<file path="src/sv/tcta_pkg.sv">
`timescale 1ns / 1ps

package tcta_pkg;

  // event opcodes
  localparam logic [1:0] OP_BEG_REQ  = 2'd0;
  localparam logic [1:0] OP_END_REQ  = 2'd1;
  localparam logic [1:0] OP_BEG_RESP = 2'd2;
  localparam logic [1:0] OP_END_RESP = 2'd3;

  // result actions
  localparam logic [2:0] ACT_REQ      = 3'd0;
  localparam logic [2:0] ACT_END_REQ  = 3'd1;
  localparam logic [2:0] ACT_RESP     = 3'd2;
  localparam logic [2:0] ACT_END_RESP = 3'd3;
  localparam logic [2:0] ACT_QUEUED   = 3'd4;
  localparam logic [2:0] ACT_OVERFLOW = 3'd5;

  localparam int OQ_DEPTH = 4;

  typedef struct packed {
    logic [2:0]  action;
    logic [7:0]  tag;
    logic [1:0]  port;
    logic [31:0] seq;
    logic        last;
  } result_t;

  typedef struct packed {
    logic    wr0;
    logic    wr1;
    result_t r0;
    result_t r1;
  } outq_push_t;

  // Reduce a 2-bit index modulo n by repeated subtraction (at most 3 steps).
  function automatic logic [1:0] red_idx(input logic [1:0] v, input int unsigned n);
    logic [1:0] r;
    r = v;
    for (int i = 0; i < 3; i++) begin
      if (32'(r) >= n) begin
        r = r - 2'(n);
      end
    end
    return r;
  endfunction

endpackage

</file>
<file path="src/sv/thread_channel_transaction_arbiter_core.sv">
`timescale 1ns / 1ps

// Transaction arbiter between initiator threads and target channels.
// Event channel (evt_valid/evt_stall): one event per phase of the four-phase
// handshake of a transaction: opcode, tag, thread_index, channel_index.
// Result channel (res_valid/res_stall): action, out_tag, port, sequence_id,
// last. Each event gives one or two results; last marks the final one.
// The accept cycle issues the reads of the sequence RAM and of the tag RAM
// (queue head); the update state then does the read-modify-write of
// sequence number, queue pointers and busy flags.
// The block holds one event at a time; evt_stall is high in the update state.
// Both results of an event are written into the output queue in the update;
// the first is valid once registered there, the second once the first is taken.
// Results go into a 4-entry output queue; when the receiver stalls the queue
// fills, and the update cycle waits until two slots are free, so evt_stall
// stays high. Nothing is lost or repeated.
// Reset: all threads and channels idle, all queues empty, every sequence
// counter reads 1 (valid bits). Tag RAM contents need no clearing, so no
// init pass: the block accepts events as soon as reset is released.
module thread_channel_transaction_arbiter_core
  import tcta_pkg::*;
#(
  parameter int THREADS     = 4,
  parameter int CHANNELS    = 4,
  parameter int QUEUE_DEPTH = 8
) (
  input  logic        clk,
  input  logic        rst,
  input  logic        evt_valid,
  output logic        evt_stall,
  input  logic [1:0]  opcode,
  input  logic [7:0]  tag,
  input  logic [1:0]  thread_index,
  input  logic [1:0]  channel_index,
  output logic        res_valid,
  input  logic        res_stall,
  output logic [2:0]  action,
  output logic [7:0]  out_tag,
  output logic [1:0]  port,
  output logic [31:0] sequence_id,
  output logic        last
);

  localparam int TW     = (THREADS > 1) ? $clog2(THREADS) : 1;
  localparam int CIW    = (CHANNELS > 1) ? $clog2(CHANNELS) : 1;
  localparam int QW     = $clog2(QUEUE_DEPTH);
  localparam int CW     = $clog2(QUEUE_DEPTH + 1);
  localparam int TDEPTH = (CHANNELS + THREADS) * QUEUE_DEPTH;
  localparam int TAW    = $clog2(TDEPTH);

  // FSM: accept (reads issued) then update
  localparam logic ST_IDLE = 1'b0;
  localparam logic ST_EXEC = 1'b1;

  logic             state;
  logic             accept;
  logic             go;
  logic             room;

  // latched event
  logic [1:0]       op_q;
  logic [7:0]       tag_q;
  logic [1:0]       th2_q;
  logic [1:0]       ch2_q;
  logic             seq_vld_q;

  // per-port control state
  logic             th_busy  [THREADS];
  logic             ch_busy  [CHANNELS];
  logic             seq_vld  [THREADS];
  logic [QW-1:0]    rq_head  [CHANNELS];
  logic [CW-1:0]    rq_cnt   [CHANNELS];
  logic [QW-1:0]    sq_head  [THREADS];
  logic [CW-1:0]    sq_cnt   [THREADS];

  // input-side decoded indices
  logic [1:0]       th2_in;
  logic [1:0]       ch2_in;
  logic [TW-1:0]    th_in;
  logic [CIW-1:0]   ch_in;
  logic [TW-1:0]    th_idx;
  logic [CIW-1:0]   ch_idx;

  // memories
  logic [TAW-1:0]   tag_rd_addr;
  logic [TAW-1:0]   tag_wr_addr;
  logic             tag_wr_en;
  logic [7:0]       tag_rd;
  logic             seq_wr_en;
  logic [31:0]      seq_rd;
  logic [31:0]      seq_cur;

  // update cycle signals
  logic [QW-1:0]    q_head;
  logic [CW-1:0]    q_cnt;
  logic [QW:0]      tail_sum;
  logic [QW-1:0]    tail_slot;
  logic [QW-1:0]    head_inc;
  logic             q_full;
  logic             q_empty;
  logic [TAW-1:0]   q_base;
  outq_push_t       push;
  result_t          head_res;

  assign accept    = evt_valid && !evt_stall;
  assign evt_stall = (state != ST_IDLE);
  assign go        = (state == ST_EXEC) && room;

  assign th2_in = red_idx(thread_index, THREADS);
  assign ch2_in = red_idx(channel_index, CHANNELS);
  assign th_in  = TW'(th2_in);
  assign ch_in  = CIW'(ch2_in);
  assign th_idx = TW'(th2_q);
  assign ch_idx = CIW'(ch2_q);

  // Pop reads: end request reads the channel's queue head, end response the
  // thread's. Request queues sit first in the tag RAM, response queues after.
  always_comb begin
    if (opcode == OP_END_RESP) begin
      tag_rd_addr = (TAW'(CHANNELS) + TAW'(th_in)) * TAW'(QUEUE_DEPTH)
                    + TAW'(sq_head[th_in]);
    end else begin
      tag_rd_addr = TAW'(ch_in) * TAW'(QUEUE_DEPTH) + TAW'(rq_head[ch_in]);
    end
  end

  tcta_ram #(
    .WIDTH (8),
    .DEPTH (TDEPTH)
  ) u_tag_ram (
    .clk     (clk),
    .wr_en   (tag_wr_en),
    .wr_addr (tag_wr_addr),
    .wr_data (tag_q),
    .rd_en   (accept),
    .rd_addr (tag_rd_addr),
    .rd_data (tag_rd)
  );

  tcta_ram #(
    .WIDTH (32),
    .DEPTH (THREADS)
  ) u_seq_ram (
    .clk     (clk),
    .wr_en   (seq_wr_en),
    .wr_addr (th_idx),
    .wr_data (seq_cur + 32'd1),
    .rd_en   (accept),
    .rd_addr (th_in),
    .rd_data (seq_rd)
  );

  // never-written counter reads as 1
  assign seq_cur = seq_vld_q ? seq_rd : 32'd1;

  // queue selected by the event: channel queue for requests,
  // thread queue for responses
  always_comb begin
    if (op_q[1]) begin
      q_head = sq_head[th_idx];
      q_cnt  = sq_cnt[th_idx];
      q_base = (TAW'(CHANNELS) + TAW'(th_idx)) * TAW'(QUEUE_DEPTH);
    end else begin
      q_head = rq_head[ch_idx];
      q_cnt  = rq_cnt[ch_idx];
      q_base = TAW'(ch_idx) * TAW'(QUEUE_DEPTH);
    end
    q_full   = (q_cnt == CW'(QUEUE_DEPTH));
    q_empty  = (q_cnt == '0);
    tail_sum = (QW+1)'(q_head) + (QW+1)'(q_cnt);
    if (tail_sum >= (QW+1)'(QUEUE_DEPTH)) begin
      tail_sum = tail_sum - (QW+1)'(QUEUE_DEPTH);
    end
    tail_slot = tail_sum[QW-1:0];
    if (q_head == QW'(QUEUE_DEPTH - 1)) begin
      head_inc = '0;
    end else begin
      head_inc = q_head + QW'(1);
    end
    tag_wr_addr = q_base + TAW'(tail_slot);
  end

  // result generation and write enables
  always_comb begin
    push      = '0;
    tag_wr_en = 1'b0;
    seq_wr_en = 1'b0;
    case (op_q)
      OP_BEG_REQ: begin
        seq_wr_en    = go;
        push.wr0     = go;
        push.r0.tag  = tag_q;
        push.r0.port = ch2_q;
        push.r0.seq  = seq_cur;
        push.r0.last = 1'b1;
        if (!ch_busy[ch_idx]) begin
          push.r0.action = ACT_REQ;
        end else if (!q_full) begin
          push.r0.action = ACT_QUEUED;
          tag_wr_en      = go;
        end else begin
          push.r0.action = ACT_OVERFLOW;
        end
      end
      OP_END_REQ: begin
        push.wr0       = go;
        push.r0.action = ACT_END_REQ;
        push.r0.tag    = tag_q;
        push.r0.port   = th2_q;
        push.r0.last   = q_empty;
        push.wr1       = go && !q_empty;
        push.r1.action = ACT_REQ;
        push.r1.tag    = tag_rd;
        push.r1.port   = ch2_q;
        push.r1.last   = 1'b1;
      end
      OP_BEG_RESP: begin
        push.wr0     = go;
        push.r0.tag  = tag_q;
        push.r0.port = th2_q;
        push.r0.last = 1'b1;
        if (!th_busy[th_idx]) begin
          push.r0.action = ACT_RESP;
        end else if (!q_full) begin
          push.r0.action = ACT_QUEUED;
          tag_wr_en      = go;
        end else begin
          push.r0.action = ACT_OVERFLOW;
        end
      end
      default: begin
        push.wr0       = go;
        push.r0.action = ACT_END_RESP;
        push.r0.tag    = tag_q;
        push.r0.port   = ch2_q;
        push.r0.last   = q_empty;
        push.wr1       = go && !q_empty;
        push.r1.action = ACT_RESP;
        push.r1.tag    = tag_rd;
        push.r1.port   = th2_q;
        push.r1.last   = 1'b1;
      end
    endcase
  end

  // event latch
  always_ff @(posedge clk) begin
    if (accept) begin
      op_q      <= opcode;
      tag_q     <= tag;
      th2_q     <= th2_in;
      ch2_q     <= ch2_in;
      seq_vld_q <= seq_vld[th_in];
    end
  end

  // FSM and per-port state
  always_ff @(posedge clk) begin
    if (rst) begin
      state <= ST_IDLE;
      for (int i = 0; i < THREADS; i++) begin
        th_busy[i] <= 1'b0;
        seq_vld[i] <= 1'b0;
        sq_head[i] <= '0;
        sq_cnt[i]  <= '0;
      end
      for (int i = 0; i < CHANNELS; i++) begin
        ch_busy[i] <= 1'b0;
        rq_head[i] <= '0;
        rq_cnt[i]  <= '0;
      end
    end else begin
      if (accept) begin
        state <= ST_EXEC;
      end else if (go) begin
        state <= ST_IDLE;
      end
      if (go) begin
        case (op_q)
          OP_BEG_REQ: begin
            seq_vld[th_idx] <= 1'b1;
            if (!ch_busy[ch_idx]) begin
              ch_busy[ch_idx] <= 1'b1;
            end else if (!q_full) begin
              rq_cnt[ch_idx] <= q_cnt + CW'(1);
            end
          end
          OP_END_REQ: begin
            if (q_empty) begin
              ch_busy[ch_idx] <= 1'b0;
            end else begin
              rq_head[ch_idx] <= head_inc;
              rq_cnt[ch_idx]  <= q_cnt - CW'(1);
            end
          end
          OP_BEG_RESP: begin
            if (!th_busy[th_idx]) begin
              th_busy[th_idx] <= 1'b1;
            end else if (!q_full) begin
              sq_cnt[th_idx] <= q_cnt + CW'(1);
            end
          end
          default: begin
            if (q_empty) begin
              th_busy[th_idx] <= 1'b0;
            end else begin
              sq_head[th_idx] <= head_inc;
              sq_cnt[th_idx]  <= q_cnt - CW'(1);
            end
          end
        endcase
      end
    end
  end

  tcta_outq u_outq (
    .clk       (clk),
    .rst       (rst),
    .push      (push),
    .room      (room),
    .res_valid (res_valid),
    .res_stall (res_stall),
    .head_res  (head_res)
  );

  assign action      = head_res.action;
  assign out_tag     = head_res.tag;
  assign port        = head_res.port;
  assign sequence_id = head_res.seq;
  assign last        = head_res.last;

  a_accept_to_exec: assert property (@(posedge clk) disable iff (rst)
    accept |=> (state == ST_EXEC))
    else $error("accepted transaction did not enter update cycle");

  a_queue_bound: assert property (@(posedge clk) disable iff (rst)
    (state == ST_EXEC) |-> (q_cnt <= CW'(QUEUE_DEPTH)))
    else $error("queue count beyond depth");

  a_launch_sets_busy: assert property (@(posedge clk) disable iff (rst)
    (go && (op_q == OP_BEG_REQ) && !ch_busy[ch_idx]) |=> ch_busy[$past(ch_idx)])
    else $error("launched request left channel idle");

  a_pop_only_nonempty: assert property (@(posedge clk) disable iff (rst)
    push.wr1 |-> (!q_empty && ((op_q == OP_END_REQ) || (op_q == OP_END_RESP))))
    else $error("queue pop without queued entry");

endmodule

</file>
<file path="src/sv/tcta_ram.sv">
`timescale 1ns / 1ps

module tcta_ram #(
  parameter int WIDTH = 8,
  parameter int DEPTH = 32
) (
  input  logic                                       clk,
  input  logic                                       wr_en,
  input  logic [((DEPTH > 1) ? $clog2(DEPTH) : 1)-1:0] wr_addr,
  input  logic [WIDTH-1:0]                           wr_data,
  input  logic                                       rd_en,
  input  logic [((DEPTH > 1) ? $clog2(DEPTH) : 1)-1:0] rd_addr,
  output logic [WIDTH-1:0]                           rd_data
);

  logic [WIDTH-1:0] mem [DEPTH];

  always_ff @(posedge clk) begin
    if (wr_en) begin
      mem[wr_addr] <= wr_data;
    end
    if (rd_en) begin
      rd_data <= mem[rd_addr];
    end
  end

endmodule

</file>
<file path="src/sv/tcta_outq.sv">
`timescale 1ns / 1ps

module tcta_outq
  import tcta_pkg::*;
(
  input  logic       clk,
  input  logic       rst,
  input  outq_push_t push,
  output logic       room,
  output logic       res_valid,
  input  logic       res_stall,
  output result_t    head_res
);

  localparam int PW = $clog2(OQ_DEPTH);

  result_t         ent [OQ_DEPTH];
  logic [PW-1:0]   rd_ptr;
  logic [PW-1:0]   wr_ptr;
  logic [PW:0]     cnt;
  logic            pop;
  logic [PW:0]     n_push;

  assign res_valid = (cnt != '0);
  assign head_res  = ent[rd_ptr];
  assign pop       = res_valid && !res_stall;
  // two free slots needed: one event can give two results
  assign room      = (cnt <= (PW+1)'(OQ_DEPTH - 2));
  assign n_push    = (PW+1)'(push.wr0) + (PW+1)'(push.wr1);

  always_ff @(posedge clk) begin
    if (push.wr0) begin
      ent[wr_ptr] <= push.r0;
    end
    if (push.wr1) begin
      ent[wr_ptr + PW'(1)] <= push.r1;
    end
  end

  always_ff @(posedge clk) begin
    if (rst) begin
      rd_ptr <= '0;
      wr_ptr <= '0;
      cnt    <= '0;
    end else begin
      if (pop) begin
        rd_ptr <= rd_ptr + PW'(1);
      end
      wr_ptr <= wr_ptr + n_push[PW-1:0];
      cnt    <= cnt + n_push - (PW+1)'(pop);
    end
  end

  a_no_overfill: assert property (@(posedge clk) disable iff (rst)
    push.wr0 |-> (cnt <= (PW+1)'(OQ_DEPTH - 2)))
    else $error("output queue written without room");

  a_second_needs_first: assert property (@(posedge clk) disable iff (rst)
    push.wr1 |-> push.wr0)
    else $error("second result pushed without first");

  a_cnt_bound: assert property (@(posedge clk) disable iff (rst)
    cnt <= (PW+1)'(OQ_DEPTH))
    else $error("output queue count out of range");

endmodule

</file>
<file path="config.mk">
export PLATFORM = sky130hd
export DESIGN_NAME = thread_channel_transaction_arbiter_core
export DESIGN_NICKNAME = d
export VERILOG_FILES = /design/src/sv/tcta_pkg.sv /design/src/sv/thread_channel_transaction_arbiter_core.sv /design/src/sv/tcta_ram.sv /design/src/sv/tcta_outq.sv
export SDC_FILE = /design/constraint.sdc
export NUM_CORES = 1
export LEC_CHECK = 0
export BUFFER_PORTS_ARGS = -buffer_cell sky130_fd_sc_hd__buf_2
export CAP_MARGIN = 20
export CORE_AREA = 4 4 274 276
export DETAILED_ROUTE_END_ITERATION = 12
export DIE_AREA = 0 0 278 280
export PLACE_DENSITY = 0.72
export SYNTH_ARGS = -nofsm -noshare
export SYNTH_HDL_FRONTEND = slang
export SYNTH_SLANG_ARGS = --single-unit
</file>
<file path="constraint.sdc">
create_clock -name clk -period 4.77 [get_ports clk]
set_input_delay 0.954 -clock clk [delete_from_list [all_inputs] [get_ports clk]]
set_output_delay 0.954 -clock clk [all_outputs]
set_load 0.02 [all_outputs]
</file>
# After elaboration in Yosys (flattened, before gate mapping)
# Memories as Yosys holds them, arrays and structs flattened. A register that Yosys moved wholly into a read port is not among the register bits.
# Index checks and enable logic that the tools add are counted.
[op_classes] add_sub_neg=17 mul=0 div=0 order_cmp=2 n_eq_ne=5 shifts=0 n_mux=109 bitwise=4 reduce_logical=20
[op_table] cell="$mux W1" count=75
[op_table] cell="$mux W32" count=2
[op_table] cell="$pmux W13 S3" count=1
[op_table] cell="$add A32 B1 Y32 const B" count=1
[op_table] cell="$mux W2" count=15
[op_table] cell="$pmux W12 S2" count=1
[op_table] cell="$mux W3" count=7
[op_table] cell="$mux W4" count=5
[op_table] cell="$add A6 B3 Y6" count=2
[op_table] cell="$mux W6" count=2
[op_table] cell="$reduce_or A3 Y1" count=3
[op_table] cell="$reduce_or A4 Y1" count=2
[op_table] cell="$add A3 B2 Y3 const A" count=2
[op_table] cell="$add A5 B3 Y6" count=1
[op_table] cell="$add A2 B1 Y2 const B" count=2
[op_table] cell="$add A3 B4 Y4" count=1
[op_table] cell="$add A4 B1 Y4 const B" count=1
[op_table] cell="$eq A2 B2 Y1 const B" count=2
[op_table] cell="$eq A4 B4 Y1 const B" count=1
[op_table] cell="$ge A4 B4 Y1 const B" count=1
[op_table] cell="$logic_and A1 B1 Y1" count=4
[op_table] cell="$logic_not A4 Y1" count=1
[op_table] cell="$or A1 B1 Y1" count=4
[op_table] cell="$sub A4 B1 Y4 const B" count=1
[op_table] cell="16 further kinds" count=20
[totals] ff_bits=22 latchBits=0 mem_bits_rw=892 romBits=0 input_bits=18 out_inout_bits=48 word_cells=175 memories=10
[memory_table] name="u_tag_ram.mem" words=64 word_bits=8 read_ports=1 rd_ports_with_merged_regs=1 wr=1 line="tcta_ram.sv:16" rtl="logic [WIDTH-1:0] mem [DEPTH];"
[memory_table] name="u_outq.ent" words=4 word_bits=46 read_ports=1 rd_ports_with_merged_regs=1 wr=2 line="tcta_outq.sv:17" rtl="result_t ent [OQ_DEPTH];"
[memory_table] name="u_seq_ram.mem" words=4 word_bits=32 read_ports=1 rd_ports_with_merged_regs=1 wr=1 line="tcta_ram.sv:16"
[memory_table] name="rq_cnt" words=4 word_bits=4 read_ports=1 rd_ports_with_merged_regs=1 wr=4 line="thread_channel_transaction_arbiter_core.sv:72" rtl="logic [CW-1:0] rq_cnt [CHANNELS];"
[memory_table] name="sq_cnt" words=4 word_bits=4 read_ports=1 rd_ports_with_merged_regs=1 wr=4 line="thread_channel_transaction_arbiter_core.sv:74" rtl="logic [CW-1:0] sq_cnt [THREADS];"
[memory_table] name="rq_head" words=4 word_bits=3 read_ports=2 rd_ports_with_merged_regs=1 wr=4 line="thread_channel_transaction_arbiter_core.sv:71" rtl="logic [QW-1:0] rq_head [CHANNELS];"
[memory_table] name="4 more memories"

# Logic depth before layout (Yosys ltp)
[logic_depth] word_depth=11 mapped_depth=14 ltp_nobuf=13

# Modules after synthesis
# Synthesis repeated with hierarchy kept, for this count alone.
[unflattened] hier_cells=2209 area_unflattened_um2=41108.2
[modules_own_cells] mod="tcta_ram (u_tag_ram)" instances=1 cells_per_inst=940 area_per_inst_um2=20246.9 seq_area_each_um2=15615.0
[modules_own_cells] mod="tcta_outq" instances=1 cells_per_inst=500 area_per_inst_um2=9344.0 seq_area_each_um2=5705.5
[modules_own_cells] mod="thread_channel_transaction_arbiter_core" instances=1 cells_per_inst=566 area_per_inst_um2=5866.9 seq_area_each_um2=2592.5
[modules_own_cells] mod="tcta_ram (u_seq_ram)" instances=1 cells_per_inst=203 area_per_inst_um2=5650.4 seq_area_each_um2=4804.6

# Worst setup path after synthesis
# OpenSTA, ideal clock, no wires.
[synth_path] path_type="in2reg" startpoint="input thread_index[1]" endpoint="register u_tag_ram.rd_data[0], read port of u_tag_ram.mem (data pin)" setup_ns=0.265 arrival_time_ns=3.275 t_required_ns=4.505 slack_ns=1.230 cell_stages=10 n_path_buf=3 cell_sequence="buf_2 nand3b_2 o22ai_2 or2_1 buf_6 buf_1 mux4_2 a22oi_1 nand4_1 or3_1"
[synth_via] elab_chain_cells=3 word_cells_on_any_way=4 cone_classes="2 x add/sub; 1 x mux; 1 x memory"
[synth_lines] item="start: declaration" line="thread_channel_transaction_arbiter_core.sv:33" rtl="input logic [1:0] thread_index,"
[synth_lines] item="$add A3 B2 Y3 / $mem_v2 Z4 W3 (equally long branches)"
[synth_lines] item="$add A6 B3 Y6 *" line="thread_channel_transaction_arbiter_core.sv:121" rtl="+ TAW'(sq_head[th_in]);"
[synth_lines] item="$mux W6 *" line="thread_channel_transaction_arbiter_core.sv:119" rtl="if (opcode == OP_END_RESP) begin"
[synth_lines] item="end: declaration" line="tcta_ram.sv:13" rtl="output logic [WIDTH-1:0] rd_data"
# Mark *: on every way between the ends. The rest lies on a longest branch, timed or not.
# A chain may end at the register's enable or synchronous reset.

==> out/qor.yml <==
min_delay_path_depth: 1
floorplan_die_width_um: 278
outcome: "completed"
setup_repair_after_global_routing_missed_its_margin: "no"
crit_arrival_ns: 4.41
timing.final.max_slew_violations: 0
final_hold_viol_count: 0
path_clk_slew_ns: 0.06
ys_top_cells_by_area: "sky130_fd_sc_hd__edfxtp_1 (61%), sky130_fd_sc_hd__mux4_2 (8.8%), sky130_fd_sc_hd__dfxtp_1 (7.6%)"
fin_nets: 2918
sequential_element_share_of_the_synthesized_area_pct: 69.1
worst-r2r-setup-slack_ns: 0.66
die_h_um: 280
global_route.overflow_total: 0
holdCritStartpoint: "tag[2]"
ctsHoldBuffers: 0
critPathLaunchType: "flip-flop"
multiInputGateArea_sq_um: 11500
synth_fp_nets: 2794
detail_route.vias_per_cell: 6.18
clock.fmax_ghz: 0.243
worst-slew-pin-transition_ns: 1.08
reg2regPathDepth: 9
worst_hold_path.endpoint: "tag_q[2]"
final.min_clock_period_ns: 4.11
final.setup.tns_ns: 0
routed_wl_mm: 99.9
syn_avg_cell_area_sq_um: 14.3
switching_share_pct: 26.2
design.die.area_sq_um: 77800
drv_cap: 0
worst-endpoint-required_ns: 5.07
final_min_period_over_clock_period_pct: 86.2
worst_reg2reg_endpoint: "u_tag_ram.mem[42][2]"
net_switching_power_mw: 5.22
post-route-drc-count: 0
postRouteAntennaNets: 0
synth_largest_type_area_fraction_pct: 61.5
p_clk_share_pct: 37.6
core_area_sq_um: 72600
synth_edf_count: 811
numCtsBuffers: 99
synth-warning-count: 0
combPwrFrac_pct: 13.0
drt_iter0_drc: 2784
vdd_ir_drop_max_v: 0.000345
grt_first_pass_wirelength_mm: 151
synthesis.instances: 2763
timing.hold.worst.class: "in -> reg"
cellPowerDensity_nw_per_um2: 446
ys_seq_elements: 961
worst_skew_pair.late_latency_ns: 0.69
synthDominantAreaCellType: "sky130_fd_sc_hd__edfxtp_1"
endpoint_kind: "flip-flop"
synth-main-ff-cell: "sky130_fd_sc_hd__edfxtp_1"
syn2layout_area_growth_pct: 12.8
grt_start_max_net_pins: 71
antenna_violations_before_repair: 0
placement.io_buffers: 65
post_route_cells_drive_above_1_share_pct: 18.3
rows: 99
cts_h_tree_depth: 3
layout.filler_cells: 5337
drt_pre_antenna_iters: 6
insertedDiodeCount: 0
relSlewSlack_pct: 28.0
grt_usage_pct: 25.6
first_global_vias: 24442
setup-violations-final: 0
cts_tree: "yes"
ys_async_sr_fraction_pct: 0
p_int_mw: 14.7
synthDistinctLibCells: 73
cts.sinks: 961
gp_congestion: 0.862
holdWs_ns: 0.447
buffers_from_clock_root_to_sink_at_most: 3
netlist_area_sq_um: 39600
total_leakage_power_nw: 15.3
critPathKind: "reg -> reg"
critical_path_peak_fanout: 8
initial_core_util_pct: 54.6
pin_count: 66
cts_resized: 0
vias: 24295
buffer_count_from_post_cts_setup_fixing: 0
final-seq-area_sq_um: 27400
power.share.sequential_pct: 49.4
post-dp-hpwl_mm: 64.9
timing.clock.skew_ns: 0.0580
cts_root_buf: "sky130_fd_sc_hd__clkbuf_16"
detail_route.wl_per_cell_um: 25.4
synth_stat cells (20+ instances only):
cell	count
sky130_fd_sc_hd__a21oi_1	157
sky130_fd_sc_hd__buf_2	22
sky130_fd_sc_hd__nor2b_1	20
sky130_fd_sc_hd__dfxtp_1	150
sky130_fd_sc_hd__mux2i_1	69
sky130_fd_sc_hd__nand2_1	273
sky130_fd_sc_hd__a22o_1	33
sky130_fd_sc_hd__nand4_1	21
sky130_fd_sc_hd__nor2_1	432
sky130_fd_sc_hd__xnor2_1	28
sky130_fd_sc_hd__inv_1	31
sky130_fd_sc_hd__mux4_2	155
sky130_fd_sc_hd__o21a_1	23
sky130_fd_sc_hd__nand3_1	87
sky130_fd_sc_hd__a211oi_1	33
sky130_fd_sc_hd__and2_1	26
sky130_fd_sc_hd__clkbuf_1	110
sky130_fd_sc_hd__edfxtp_1	811
kinds of logic (layout without fill, tap and decap cells):
kind of cell             Yosys count  in the layout  share of synthesized area (%)
adder cells (fa/ha/maj)           13             13                          0.449
AND/OR/NAND/NOR                  953            953                           10.4
buffers and inverters            193            401                           2.12
AO/OA/AOI/OAI                    365            365                           6.14
XOR/XNOR                          41             41                          0.907
flip-flops                       961            961                           69.1
multiplexers                     237            237                           11.0
registers in the layout, indices dropped and copies added, names as in the netlist, 2 cells and up, named ones only:
register and cells:
u_tag_ram.mem 512, u_outq.ent 184, u_seq_ram.mem 128, u_seq_ram.rd_data 32, rq_cnt 16, sq_cnt 16
rq_head 12, sq_head 12, tag_q 8, u_tag_ram.rd_data 8, ch_busy 4, seq_vld 4
th_busy 4, u_outq.cnt 3, ch2_q 2, op_q 2, th2_q 2, u_outq.rd_ptr 2
u_outq.wr_ptr 2
cell type report:
type                       instances  area share [%]
clock inverter                    53            1.10
timing repair buffer             184            2.86
tap                              959            2.69
multi-input combinational       1609            25.7
sequential                       961            61.2
inverter                          32           0.269
clock buffer                     132            6.09
worst max-delay path, cell delays in order (launching register included):
cell                      delay (ns)
sky130_fd_sc_hd__dfxtp_1        0.50
sky130_fd_sc_hd__buf_4          0.23
sky130_fd_sc_hd__mux4_2         0.52
sky130_fd_sc_hd__mux2_2         0.32
sky130_fd_sc_hd__ha_1           0.21
sky130_fd_sc_hd__inv_1          0.07
sky130_fd_sc_hd__fa_1           0.53
sky130_fd_sc_hd__nor2_1         0.19
sky130_fd_sc_hd__nand2_1        0.40
sky130_fd_sc_hd__nor2_1         0.80
power groups by stage:
| stage | clock [mW] | sequential (mW) | combinational, mW |
|---|---|---|---|
| 2_1_floorplan | 0 | 9.84 | 1.77 |
| 3_3_place_gp | 0 | 10.0 | 2.51 |
| 3_5_place_dp | 0 | 10.0 | 2.58 |
| 4_1_cts | 7.58 | 9.86 | 2.59 |
| 5_1_grt | 7.96 | 9.90 | 2.77 |
| 6_report | 7.50 | 9.85 | 2.59 |
how the worst max path moves through the flow:
stage,start,slack (ns),depth (start not counted),to
6_report,flip-flop,0.66,9,u_tag_ram.mem[42][2]
5_1_grt,flip-flop,0.50,11,u_tag_ram.mem[53][5]
4_1_cts,flip-flop,0.72,9,u_tag_ram.mem[2][7]
3_5_place_dp,channel_index[0],0.38,10,u_tag_ram.rd_data[7]
3_3_place_gp,channel_index[0],0.46,10,u_tag_ram.rd_data[7]
2_1_floorplan,thread_index[1],1.23,10,u_tag_ram.rd_data[0]
layout by cell type, fill, tap and decap left out, types with 30 or more instances in the layout:
master,synthesis,final
sky130_fd_sc_hd__mux4_2,155,155
sky130_fd_sc_hd__clkbuf_16,0,99
sky130_fd_sc_hd__buf_2,22,65
sky130_fd_sc_hd__inv_1,31,30
sky130_fd_sc_hd__edfxtp_1,811,811
sky130_fd_sc_hd__mux2i_1,69,69
sky130_fd_sc_hd__nand2_1,273,272
sky130_fd_sc_hd__nand3_1,87,86
sky130_fd_sc_hd__dfxtp_1,150,148
sky130_fd_sc_hd__a21oi_1,157,157
sky130_fd_sc_hd__a22o_1,33,33
sky130_fd_sc_hd__nor2_1,432,422
sky130_fd_sc_hd__buf_4,7,115
sky130_fd_sc_hd__a211oi_1,33,33
metal layers:
metal / GRT usage (%) / up-vias / routed length, um
li1: - / 10649 / -
met1: 34.0 / 12220 / 38600
met2: 43.2 / 1228 / 49600
met3: 3.91 / 198 / 8000
met4: 9.79 / 0 / 3750
met5: 0 / - / 0
stage by stage:
step / std cells / power [mW] / utilization [%] / cell area (sq um) / setup WS [ns]
2_1_floorplan: 2763 / 11.6 / - / 39600 / 1.23
3_3_place_gp: 3744 / 12.5 / 57.1 / 41400 / 0.458
6_report: 3930 / 19.9 / 61.5 / 44700 / 0.659
4_1_cts: 3929 / 20.0 / 61.5 / 44600 / 0.718
3_5_place_dp: 3744 / 12.6 / 57.1 / 41400 / 0.381
5_1_grt: 3930 / 20.6 / 61.5 / 44700 / 0.495
Note: power is estimated with default switching activity, not from simulation.
